==> src/rtl/tpsc_pkg.sv <==
// shared types, constants and helpers for the sensor compensation pipeline
package tpsc_pkg;

    localparam int RawW = 20;
    localparam int WordW = 32;
    localparam int CfgIdxW = 2;
    localparam int CfgDataW = 64;
    // one divider stage per quotient bit
    localparam int DivStages = WordW;

    localparam logic [CfgIdxW-1:0] REG_TEMP_CAL = 2'd0;
    localparam logic [CfgIdxW-1:0] REG_PRESS_LOW = 2'd1;
    localparam logic [CfgIdxW-1:0] REG_PRESS_HIGH = 2'd2;
    localparam logic [CfgIdxW-1:0] REG_PRESS_LAST = 2'd3;

    localparam logic [31:0] K64000 = 32'd64000;
    localparam logic [31:0] K1M = 32'd1048576;
    localparam logic [31:0] K3125 = 32'd3125;
    localparam logic [31:0] K32768 = 32'd32768;
    localparam logic [31:0] K128 = 32'd128;
    localparam logic [31:0] KMSB = 32'h80000000;

    typedef logic [31:0] t_word;

    // calibration words, sign or zero extended to 32 bits
    typedef struct packed {
        t_word t1, t2, t3;
        t_word p1, p2, p3, p4, p5, p6, p7, p8, p9;
    } t_cal;

    // wrapping 32-bit multiply
    function automatic t_word mul32(input t_word a, input t_word b);
        logic [63:0] r;
        r = {32'd0, a} * {32'd0, b};
        return r[31:0];
    endfunction

    // arithmetic shift right
    function automatic t_word asr(input t_word x, input int n);
        return t_word'($signed(x) >>> n);
    endfunction

endpackage

==> src/rtl/tpsc_cfg.sv <==
// calibration register file with field extraction
module tpsc_cfg (
    input  logic                          i_clk,
    input  logic                          i_rst_n,
    input  logic                          i_cfg_we,
    input  logic [tpsc_pkg::CfgIdxW-1:0]  i_cfg_index,
    input  logic [tpsc_pkg::CfgDataW-1:0] i_cfg_data,
    output tpsc_pkg::t_cal                o_cal
);
    import tpsc_pkg::*;

    logic [47:0] r_tcal;
    logic [63:0] r_plow, r_phigh;
    logic [15:0] r_plast;

    // register writes
    always_ff @(posedge i_clk) begin
        if (!i_rst_n) begin
            r_tcal <= '0;
            r_plow <= '0;
            r_phigh <= '0;
            r_plast <= '0;
        end else if (i_cfg_we) begin
            unique case (i_cfg_index)
                REG_TEMP_CAL:   r_tcal <= i_cfg_data[47:0];
                REG_PRESS_LOW:  r_plow <= i_cfg_data;
                REG_PRESS_HIGH: r_phigh <= i_cfg_data;
                REG_PRESS_LAST: r_plast <= i_cfg_data[15:0];
                default: ;
            endcase
        end
    end

    // field extraction
    always_comb begin
        o_cal.t1 = {16'd0, r_tcal[15:0]};
        o_cal.t2 = {{16{r_tcal[31]}}, r_tcal[31:16]};
        o_cal.t3 = {{16{r_tcal[47]}}, r_tcal[47:32]};
        o_cal.p1 = {16'd0, r_plow[15:0]};
        o_cal.p2 = {{16{r_plow[31]}}, r_plow[31:16]};
        o_cal.p3 = {{16{r_plow[47]}}, r_plow[47:32]};
        o_cal.p4 = {{16{r_plow[63]}}, r_plow[63:48]};
        o_cal.p5 = {{16{r_phigh[15]}}, r_phigh[15:0]};
        o_cal.p6 = {{16{r_phigh[31]}}, r_phigh[31:16]};
        o_cal.p7 = {{16{r_phigh[47]}}, r_phigh[47:32]};
        o_cal.p8 = {{16{r_phigh[63]}}, r_phigh[63:48]};
        o_cal.p9 = {{16{r_plast[15]}}, r_plast};
    end
endmodule

==> config.mk <==
export PLATFORM = sky130hd
export DESIGN_NAME = tpsc_cfg
export DESIGN_NICKNAME = d
export VERILOG_FILES = /design/src/rtl/tpsc_pkg.sv /design/src/rtl/tpsc_cfg.sv
export SDC_FILE = /design/constraint.sdc
export NUM_CORES = 1
export LEC_CHECK = 0
export ABC_AREA = 1
export BUFFER_PORTS_ARGS = -buffer_cell sky130_fd_sc_hd__buf_2
export CAP_MARGIN = 20
export CORE_AREA = 3 3 174 176
export CTS_CLUSTER_DIAMETER = 60
export DETAILED_ROUTE_END_ITERATION = 12
export DIE_AREA = 0 0 177 179
export GPL_ROUTABILITY_DRIVEN = 0
export PLACE_DENSITY = 0.62
export SETUP_SLACK_MARGIN = 0.3
export SYNTH_ARGS = -nofsm -noshare
export SYNTH_HDL_FRONTEND = slang
export SYNTH_SLANG_ARGS = --single-unit
export TNS_END_PERCENT = 1
==> constraint.sdc <==
create_clock -name i_clk -period 1.1 [get_ports i_clk]
set_input_delay 0.11 -clock i_clk [delete_from_list [all_inputs] [get_ports i_clk]]
set_output_delay 0.11 -clock i_clk [all_outputs]
set_load 0.02 [all_outputs]
# Word level (Yosys, flattened, before mapping)
# Index checks and enable logic that the tools add are counted.
# word_totals
elab_cells	12
regBits	192
# op_classes
n_reduce_logical	5
n_eq_ne	3
# op_table
operator	n
$reduce_and 2->1	4
$eq 2x2->1 const B	2
$eq 2x1->1 const B	1
$logic_not 2->1	1

# Depth between registers and ports, before layout
# logic_depth
ltp_word	2
depth_mapped	7
mapped_depth_nobuf	5

# Worst setup path before layout
# OpenSTA, ideal clock, no wires.
# synth_timing
kind	register to output
startpoint	register r_tcal[47]
endpoint	output o_cal[304] (netlist name)
slack_ps	73
path_stages_with_launch	2
arrival_time_ps	917
cell_sequence	dfxtp_1 > buf_4
# synth_lines
element	line_no	source
from (decl)	tpsc_cfg.sv:12	logic [47:0] r_tcal;
from (signal assigned)	tpsc_cfg.sv:25	REG_TEMP_CAL: r_tcal <= i_cfg_data[47:0];
to (decl)	tpsc_cfg.sv:8	output tpsc_pkg::t_cal o_cal
# No word-level cell between the ends.

# Final worst setup path
# layout_timing
startpoint	register r_tcal[31]
endpoint	output o_cal[348] (netlist name)
# No word-level cell between the ends.

==> results.yml <==
sta:
  tns_ns: -8.84
  finalSetupViolations: 170
  fin_worst_skew_ns: 0
  finalCritPeriodShare_pct: 108
  finalCriticalPeriod_ns: 1.19
  rsz0062_at_grt: "true"
  hold_violations: 0
  layout_setup_ws_ns: -0.0895
  slew_violations: 0
  fmax_mhz: 841
floorplanning:
  dieArea_sq_um: 31700
  core_sq_um: 28800
  start_util_pct: 32.7
  ios: 453
  die_h_um: 179
  rows: 62
  die_w_um: 177
hold_path:
  hp-class: "input pin to flop"
yosys:
  synth_cell_types: 12
  syn_inst: 1424
  yosysSeqAreaShare_pct: 40.8
  yosys_register_bits: 192
  netlist_area_sq_um: 9420
  postSynthAreaPerCell_sq_um: 6.61
  yosys.area.top_type: "dfxtp_1"
  synthTopCellsByArea: "dfxtp_1 (41%), buf_4 (16%), nand2_1 (13%), nor2_1 (13%), inv_1 (7.7%)"
  synthDominantCellAreaShare_pct: 40.8
  yosysWarnings: 0
critical_path:
  crit_buf_inv: 2
  cp.required_ns: 0.99
  crit_path_start_kind: "flop"
  cp_cell_sequence: "buf_12, buf_4"
  cp-end-kind: "primary output"
  cp_max_fo: 9
  cp.arrival_ns: 1.08
  critPathTopFamily: "flip-flops"
  crit_slowest_cell: "dfxtp_4"
  slowest_delay_ns: 0.36
  worstSetupPathType: "flop to primary output"
power_and_ir_drop:
  finalPower_mw: 18.0
  p_leak_nw: 7.51
  seqPwrFrac_pct: 42.6
  swShare_pct: 29.8
  power_per_cell_area_nw_per_um2: 1320
  power.internal_mw: 12.7
  clockPowerShare_pct: 36.0
  ir_worst_vdd_v: 0.000993
  combPwrFrac_pct: 21.4
  p_switching_mw: 5.39
cells_and_area:
  antenna_cells: 0
  final_net_count: 1789
  post-route-util_pct: 47.3
  drive_above_1_share_pct: 38.9
  area_delta_synth_final_pct: 44.7
clock_tree:
  cts.clk_slew.worst_paths_ns: 0.07
  cts_tree: "yes"
  htreeDepth: 4
  clk_latency_ns: 0.42
  numCtsBuffers: 17
  numClockSinks: 192
  root_buffer: "clkbuf_16"
  clock_path_buffers: 2
status:
  outcome: "complete, but fails checks"
  violations: "negative setup slack"
global_route:
  overflow: 0
  grt.total_usage_pct: 16.7
  grt_pass1_wl_um: 42200
  grt_pass1_vias: 7894
  antenna_found_initial: 0
  grt_max_degree: 74
routing:
  avgRoutedWirePerCell_um: 13.4
  vias: 8828
  antenna_left: 0
  drc_errors: 0
  wirelength_um: 28300
  drt_iter0_drc: 419
  vias_per_cell: 4.17
  dr.pass1.iters: 5
placement:
  hpwl_um: 18800
  port_buffers: 420
run:
  drv_cap: 0
==> final cells by class <==
type                       instances  area [sq um]
tap                              384           480
clock inverter                    12           161
inverter                         194           728
clock buffer                      19           443
timing repair buffer             511          4520
multi-input combinational        804          3170
sequential                       192          4110
fill                            2773         15200
==> through the flow <==
| stage | hold WS [ns] | cell area, sq um | cells | setup slack [ns] |
|---|---|---|---|---|
| 2_1_floorplan | 0.245 | 9730 | 1455 | 0.285 |
| 3_3_place_gp | 0.349 | 10700 | 2017 | 0.0189 |
| 3_5_place_dp | 0.353 | 10700 | 2017 | 0.00773 |
| 4_1_cts | 0.000566 | 13500 | 2116 | -0.110 |
| 5_1_grt | 0.0120 | 13600 | 2116 | -0.135 |
| 6_report | 0.0116 | 13600 | 2116 | -0.0895 |
==> routing by layer <==
| metal | wire length, um | track usage, % |
|---|---|---|
| met1 | 11600 | 19.1 |
| met2 | 14000 | 29.8 |
| met3 | 2020 | 4.76 |
| met4 | 683 | 5.83 |
| met5 | 0 | 0 |
==> worst reg2reg max path, delay by kind of cell, from the launching register on <==
family,cells,cell delay (ns)
buffers and inverters,2,0.17
DFF,1,0.37
and+or+nand+nor,3,0.19
==> kinds of logic (layout without fill, tap and decap cells) <==
group	count (synthesis)	in the layout	share of synthesized area, %
flip-flops	192	192	40.8
AO/OA/AOI/OAI	48	48	2.55
AND/OR/NAND/NOR	724	724	29.6
other	1	32	0.0398
buffers and inverters	459	736	27.0
==> cell usage after synthesis <==
master    number
clkbuf_1      10
a21oi_1       48
inv_1        194
buf_2         53
buf_4        201
buf_1          1
dfxtp_1      192
nor2_1       336
nand2_1      336
conb_1         1
nand3_1       51
nor2_2         1
==> what timing repair did <==
item,in CTS,in global routing
hold buffers,62,0
gates cloned,0,0
endpoints found under the hold margin,141,0
pin swaps,1,6
setup buffers,6,0
endpoints found under the setup margin,355,359
resized for setup,607,38
==> layout by cell type, fill, tap and decap left out <==
cell	count
a21oi_1	48
buf_12	15
buf_2	176
buf_4	51
buf_6	205
buf_8	2
bufinv_16	3
clkbuf_1	1
clkbuf_16	17
clkbuf_8	1
clkinv_2	2
clkinv_4	4
clkinvlp_4	2
conb_1	32
dfxtp_2	181
dfxtp_4	11
dlygate4sd3_1	62
inv_1	194
inv_8	1
nand2_1	336
nand3_1	49
nand3_4	2
nor2_1	336
nor2_4	1
==> power by group through the flow <==
stage	Clock, mW	Sequential, mW	Combinational (mW)
global route	7.01	7.73	4.19
finish	6.49	7.68	3.87
detailed placement	0	7.72	3.12
CTS	6.75	7.68	3.82
global placement	0	7.71	3.09
floorplan	0	8.16	2.04
==> flip-flops by register name, indices dropped and copies added (netlist names) <==
| register | cells |
|---|---|
| r_phigh | 64 |
| r_plast | 16 |
| r_plow | 64 |
| r_tcal | 48 |
==> path summary, 6_finish.rpt <==
| check | from | endpoint | slack, ns | cells past startpoint |
|---|---|---|---|---|
| worst min-delay path | i_cfg_data[25] | r_phigh[25] | 0.01 | 3 |
| worst max-delay path | r_tcal[31] | o_cal[348] | -0.09 | 2 |
| worst max register to register | r_phigh[47] | r_phigh[47] | 0.29 | 5 |
| worst min register to register | r_tcal[45] | r_tcal[45] | 0.48 | 2 |
No activity file was read; power rests on OpenSTA's default activity.
