--- src/rtl/tpsc_pkg.sv ---
// shared types, constants and helpers for the sensor compensation pipeline
package tpsc_pkg;

    localparam int RawW = 20;
    localparam int WordW = 32;
    localparam int CfgIdxW = 2;
    localparam int CfgDataW = 64;
    // one divider stage per quotient bit
    localparam int DivStages = WordW;

    localparam logic [CfgIdxW-1:0] REG_TEMP_CAL = 2'd0;
    localparam logic [CfgIdxW-1:0] REG_PRESS_LOW = 2'd1;
    localparam logic [CfgIdxW-1:0] REG_PRESS_HIGH = 2'd2;
    localparam logic [CfgIdxW-1:0] REG_PRESS_LAST = 2'd3;

    localparam logic [31:0] K64000 = 32'd64000;
    localparam logic [31:0] K1M = 32'd1048576;
    localparam logic [31:0] K3125 = 32'd3125;
    localparam logic [31:0] K32768 = 32'd32768;
    localparam logic [31:0] K128 = 32'd128;
    localparam logic [31:0] KMSB = 32'h80000000;

    typedef logic [31:0] t_word;

    // calibration words, sign or zero extended to 32 bits
    typedef struct packed {
        t_word t1, t2, t3;
        t_word p1, p2, p3, p4, p5, p6, p7, p8, p9;
    } t_cal;

    // wrapping 32-bit multiply
    function automatic t_word mul32(input t_word a, input t_word b);
        logic [63:0] r;
        r = {32'd0, a} * {32'd0, b};
        return r[31:0];
    endfunction

    // arithmetic shift right
    function automatic t_word asr(input t_word x, input int n);
        return t_word'($signed(x) >>> n);
    endfunction

endpackage

--- src/rtl/tpsc_back.sv ---
// back stages: final pressure correction, forced to zero when the divisor was zero
module tpsc_back (
    input  logic            i_clk,
    input  logic            i_rst_n,
    input  logic            i_en,
    input  logic            i_valid,
    input  tpsc_pkg::t_word i_quot,
    input  logic            i_dbl,
    input  logic            i_zero,
    input  tpsc_pkg::t_word i_temp,
    input  tpsc_pkg::t_cal  i_cal,
    output logic            o_valid,
    output tpsc_pkg::t_word o_temp,
    output tpsc_pkg::t_word o_press,
    output logic            o_inv
);
    import tpsc_pkg::*;

    logic [2:0] r_v;
    t_word r1_p, r1_t, r2_p, r2_t, r2_sq, r2_b, r3_p, r3_t;
    logic  r1_z, r2_z, r3_z;
    t_word p0, sq8, a3;

    always_comb begin
        p0 = i_dbl ? (i_quot << 1) : i_quot;
        sq8 = mul32(r1_p >> 3, r1_p >> 3);
        a3 = asr(mul32(i_cal.p9, r2_sq >> 13), 12);
    end

    always_ff @(posedge i_clk) begin
        if (!i_rst_n) r_v <= '0;
        else if (i_en) r_v <= {r_v[1:0], i_valid};
    end

    always_ff @(posedge i_clk) begin
        if (i_en) begin
            r1_p <= p0; r1_t <= i_temp; r1_z <= i_zero;
            r2_p <= r1_p; r2_t <= r1_t; r2_z <= r1_z;
            r2_sq <= sq8;
            r2_b <= asr(mul32(r1_p >> 2, i_cal.p8), 13);
            r3_t <= r2_t; r3_z <= r2_z;
            r3_p <= r2_z ? '0 : r2_p + asr(a3 + r2_b + i_cal.p7, 4);
        end
    end

    assign o_valid = r_v[2];
    assign o_temp = r3_t;
    assign o_press = r3_p;
    assign o_inv = r3_z;
endmodule

--- config.mk ---
export PLATFORM = sky130hd
export DESIGN_NAME = tpsc_back
export DESIGN_NICKNAME = d
export VERILOG_FILES = /design/src/rtl/tpsc_pkg.sv /design/src/rtl/tpsc_back.sv
export SDC_FILE = /design/constraint.sdc
export NUM_CORES = 2
export LEC_CHECK = 0
export ABC_CLOCK_PERIOD_IN_PS = 11000
export BUFFER_PORTS_ARGS = -buffer_cell sky130_fd_sc_hd__buf_4
export CORE_ASPECT_RATIO = 0.8
export CORE_MARGIN = 2
export CORE_UTILIZATION = 30
export CTS_CLUSTER_DIAMETER = 80
export DETAILED_ROUTE_END_ITERATION = 8
export PLACE_DENSITY = 0.55
export SYNTH_ARGS = -nofsm -noshare
export SYNTH_HDL_FRONTEND = slang
export SYNTH_SLANG_ARGS = --single-unit
--- constraint.sdc ---
create_clock -name i_clk -period 11 [get_ports i_clk]
set_input_delay 0.55 -clock i_clk [delete_from_list [all_inputs] [get_ports i_clk]]
set_output_delay 0.55 -clock i_clk [all_outputs]
set_load 0.01 [all_outputs]
### Word-level counts from Yosys, hierarchy flattened

Index checks and enable logic that the tools add are counted.

* input bits: 454
* logic and storage cells: 20
* output and inout port bits: 66
* bits in read-only memories: 0
* memories: 0
* bits in latches: 0
* memory bits (writable): 0
* bits in registers: 249

* multiply operators: 3
* equal/unequal tests: 0
* add/sub/neg operators: 3
* divide/modulo/power cells: 0
* bitwise logic cells: 0
* magnitude comparators: 0
* shifts and indexed selects: 0
* reduce and logical (&&, ||, !) cells: 0
* multiplexer cells: 1

Operator list (count)
* 32-bit adder: 2
* 29-bit by 29-bit multiplier with 32-bit output: 1
* 30-bit by 32-bit multiplier with 32-bit output: 1
* 32-bit by 19-bit multiplier with 32-bit output: 1
* 32-bit two-way mux: 1
* 20-bit by 19-bit adder with 21-bit output: 1

### Depth between registers and ports, before layout

* depth in word-level cells: 4
* gate-level depth with buffers: 55
* depth with buffers taken out: 53

### Worst setup path after synthesis

Ideal clock, no wire load.

* path type: input -> register
* from: in i_cal[13] in the netlist's numbering
* to: reg r3_p[31] (netlist: o_press[31]) (data pin)
* data arrival time: 10696 ps
* data required time: 10734 ps
* path slack: 37 ps
* cell stages on the path: 48
* buffers on the path: 2
* setup time: 266 ps
* path through: clkbuf_1 -> clkbuf_1 -> and2_1 -> fa_1 -> fa_1 -> inv_1 -> fa_1 -> inv_1 -> fa_1 -> fa_1 -> inv_1 -> fa_1 -> inv_1 -> ha_1 -> a21o_1 -> a21oi_1 -> nor2b_1 -> a311oi_1 -> [12 not listed] -> ha_1 -> and3_1 -> and3_1 -> a22oi_1 -> a31oi_1 -> o21a_1 -> nor3_1 -> nor2_1 -> ha_1 -> nand2_1 -> or2_2 -> a211o_1 -> a21oi_1 -> o211ai_1 -> a2111o_1 -> nand3_1 -> xnor2_1 -> nor2_1

* longest elaborated chain between the ends: 4

Ends and longest elaborated chain
* start: declaration: RTL line tpsc_back.sv:11 `input tpsc_pkg::t_cal i_cal,`
* 32-bit by 19-bit multiplier with 32-bit output: RTL line tpsc_pkg.sv:34 `r = {32'd0, a} * {32'd0, b};`
* 20-bit by 19-bit adder with 21-bit output: RTL line tpsc_back.sv:42 `r3_p <= r2_z ? '0 : r2_p + asr(a3 + r2_b + i_cal.p7, 4);`
* 32-bit adder (2 in series): RTL line tpsc_back.sv:42
* end signal: assignment: RTL line tpsc_back.sv:42
* end: declaration: RTL line tpsc_back.sv:20 `t_word r1_p, r1_t, r2_p, r2_t, r2_sq, r2_b, r3_p, r3_t;`

Every way passes these cells.
A chain may end at the register's enable or synchronous reset.

### Worst setup path in the final report

* from: reg r2_sq[16]
* to: reg r3_p[31] (netlist: o_press[31]) (data pin)

* longest elaborated chain between the ends: 4

Ends and longest elaborated chain
* start: declaration: RTL line tpsc_back.sv:20
* start signal: assignment: RTL line tpsc_back.sv:39 `r2_sq <= sq8;`
* 32-bit by 19-bit multiplier with 32-bit output: RTL line tpsc_pkg.sv:34
* 20-bit by 19-bit adder with 21-bit output: RTL line tpsc_back.sv:42
* 32-bit adder (2 in series): RTL line tpsc_back.sv:42

Every way passes these cells.

==> flow_summary.yaml <==
status:
  status: "complete, but fails checks"
  violations: "negative setup slack"
sta:
  finClkSkew_ps: 32.4
  fin_crit_ps: 11220
  setup_viol: 4
  drv_slew: 0
  hold_violations: 0
  setup_tns_ps: -563
  post-route-period-util: 1.02
  slew_headroom: 0.230
  fin_ws_ps: -225
  rsz0062_at_grt: "yes"
  max_freq_mhz: 89.1
  tightestPinTransition_ps: 1160
place:
  post_dp_cell_area_um2: 58100
  dp_hpwl_um: 122000
  finalWeightedCongestion: 0.888
  io_buffers: 231
  dp_slack_ps: -818
detailed_routing:
  antenna_left: 0
  drt_wl_total_um: 151000
  wl_per_cell_um: 18.7
  drt_pass1_iterations: 7
  drt_iter0_markers: 2122
  drc: 0
  viasPerCell: 4.56
  vias: 36883
run:
  max_cap_viol_count: 0
cells_and_area:
  fillers: 17440
  fin_util: 0.352
  area_delta_synth_final_pct: 17.0
  layout-drive-gt1-share: 0.152
  multi_input_area_um2: 39500
  final-seq-area_um2: 7060
  stdcell_area_um2: 60300
  nets: 7745
cts:
  path_clk_slew_ps: 70
  h-tree-depth: 1
  cts_sinks: 236
  cts_tree: "yes"
  cts_hold_buffers: 0
  cts_inserted_buffers: 26
  clock-root-buffer: "clkbuf_16"
  clock_path_buffers: 3
  clk_latency_ps: 580
setup_path:
  critPathRequiredTime_ps: 11290
  r2r-start: "r2_sq[16]"
  end_kind: "register"
  cp_slowest_cell: "fa_1"
  r2r-end: "o_press[31]"
  r2r_slack_ps: -220
  crit_top_cell: "fa_1"
  worstSetupPathType: "reg -> reg"
  critPathMaxFanout: 6
  start_kind: "register"
  worst-r2r-cell-count: 52
  cp_slowest_stage_delay_ps: 530
  worstPathArrival_ps: 11520
logic_synthesis:
  yosys_register_bits: 236
  yosysSeqAreaShare: 0.137
  ys_top_cells_by_area: "fa_1 43%, edfxtp_1 14%, inv_1 9.7%, ha_1 9.5%, nand2_1 5.8%"
  async_flop_share: 0
  synthDistinctLibCells: 74
  yosys-top-cells-count: "1,332 x inv_1, 1,118 x fa_1, 801 x nand2_1, 440 x and2_1, 393 x ha_1"
  synth_edf_count: 233
  avgSynthCellArea_um2: 9.65
  synthCells: 5341
  syn_nets: 7306
  synth_largest_area_cell: "fa_1"
  synth_top_area_frac: 0.434
  synth_warnings: 0
  post-synth-top-count-cell: "inv_1"
  synthesis.area_um2: 51500
  ys.flop_type: "edfxtp_1"
worst_hold_path:
  worstHoldStart: "i_temp[26]"
  hp-class: "in -> reg"
  whs_path_depth: 1
  holdPathEnd: "r1_t[26]"
floorplanning:
  dieArea_um2: 175000
  die_y_um: 375
  die_x_um: 467
  start_util: 0.301
  row_count: 136
  core_um2: 171000
  io_pins: 520
global_route:
  grt_pass1_vias: 40186
  grt_first_pass_wirelength_um: 235000
  grt_max_degree: 97
  track_usage: 0.174
  grt.overflow.total: 0
  antenna_found_initial: 9
critical path, delay by kind of cell (launching register included):
family / cells / cell delay (ps)
AO/OA/AOI/OAI: 20 / 4060
XOR/XNOR: 3 / 450
adder cells (fa/ha/maj): 10 / 4000
flip-flops: 1 / 430
AND/OR/NAND/NOR: 13 / 1510
buffers and inverters: 6 / 510
registers in the layout, indices dropped and copies added (netlist names), 19 cells and up:
signal,count
r2_sq,19
r1_t,32
r2_p,32
o_press,32
r2_t,32
r1_p,32
o_temp,32
r2_b,19
how the worst max path moves through the flow:
stage,startpoint,end,cells past startpoint
after global routing,r2_sq[16],o_press[31],53
after global placement,i_cal[8],o_press[31],51
final,r2_sq[16],o_press[31],52
after detailed placement,i_cal[8],o_press[31],50
after floorplan,i_cal[13],o_press[31],48
after CTS,r2_sq[14],o_press[31],50
stage by stage:
stage	cells	hold slack (ps)
2_1_floorplan	5341	400
3_3_place_gp	7990	402
3_5_place_dp	7990	405
4_1_cts	8065	117
5_1_grt	8079	130
6_report	8080	149
final cells by class:
type | count | area share
timing repair buffer | 629 | 0.0818
tap | 2277 | 0.0473
inverter | 1332 | 0.0829
clock inverter | 18 | 0.00407
sequential | 236 | 0.117
antenna | 3 | 0.000125
clock buffer | 30 | 0.0110
multi-input combinational | 3555 | 0.656
logic make-up (layout without fill, tap and decap cells):
family | after synthesis | count (layout) | share of synthesized area
and+or+nand+nor | 1494 | 1494 | 0.136
xor gates and xnor gates | 222 | 222 | 0.0377
muxes | 34 | 34 | 0.00736
adders and majority gates | 1511 | 1511 | 0.530
other | 0 | 3 | 0
buffers and inverters | 1550 | 2009 | 0.113
DFF | 236 | 236 | 0.137
AOI/OAI and AO/OA | 294 | 294 | 0.0385
metal layers:
layer | GRT usage | wire length, µm | vias up | share of wire
li1 | - | - | 16619 | -
met1 | 0.247 | 68900 | 19084 | 0.45
met2 | 0.276 | 68700 | 994 | 0.45
met3 | 0.0320 | 10300 | 184 | 0.068
met4 | 0.0379 | 3550 | 2 | 0.023
met5 | 0 | 20 | - | 0.00013
cells in the final DEF, fill, tap and decap left out, types with 8 or more instances in the layout:
master     instances
ha_4              15
nor2_1           102
nand2b_1           9
a21oi_1           57
xor2_1            48
and2_1           432
inv_1           1323
fa_1            1103
xnor2_1          160
edfxtp_1         233
buf_6             20
o21a_1            23
nand2_1          797
ha_1             372
nand3_1           17
a21o_1            46
and3_1            12
a21oi_2           28
xnor2_2           11
mux2_2            31
nand4_1            9
nor2b_1           23
o21ai_0           30
fa_2              15
o21bai_1           9
nor2_2            11
buf_4            599
buf_12             8
nor3_1            28
o211ai_1           8
clkbuf_16         26
and2_4            10
inv_2              9
o21ai_1            9
repair_timing:
action / 4_1_cts / 5_1_grt
cloned: 3 / 0
setup endpoints to repair: 10 / 17
pin swaps: 92 / 81
buffers inserted: 27 / 14
endpoints found under the hold margin: 0 / 0
resized for setup: 116 / 103
Power is left out: the tool's default activity adds up to more than one toggle a clock period on the data nets, which glitch-free logic cannot reach.
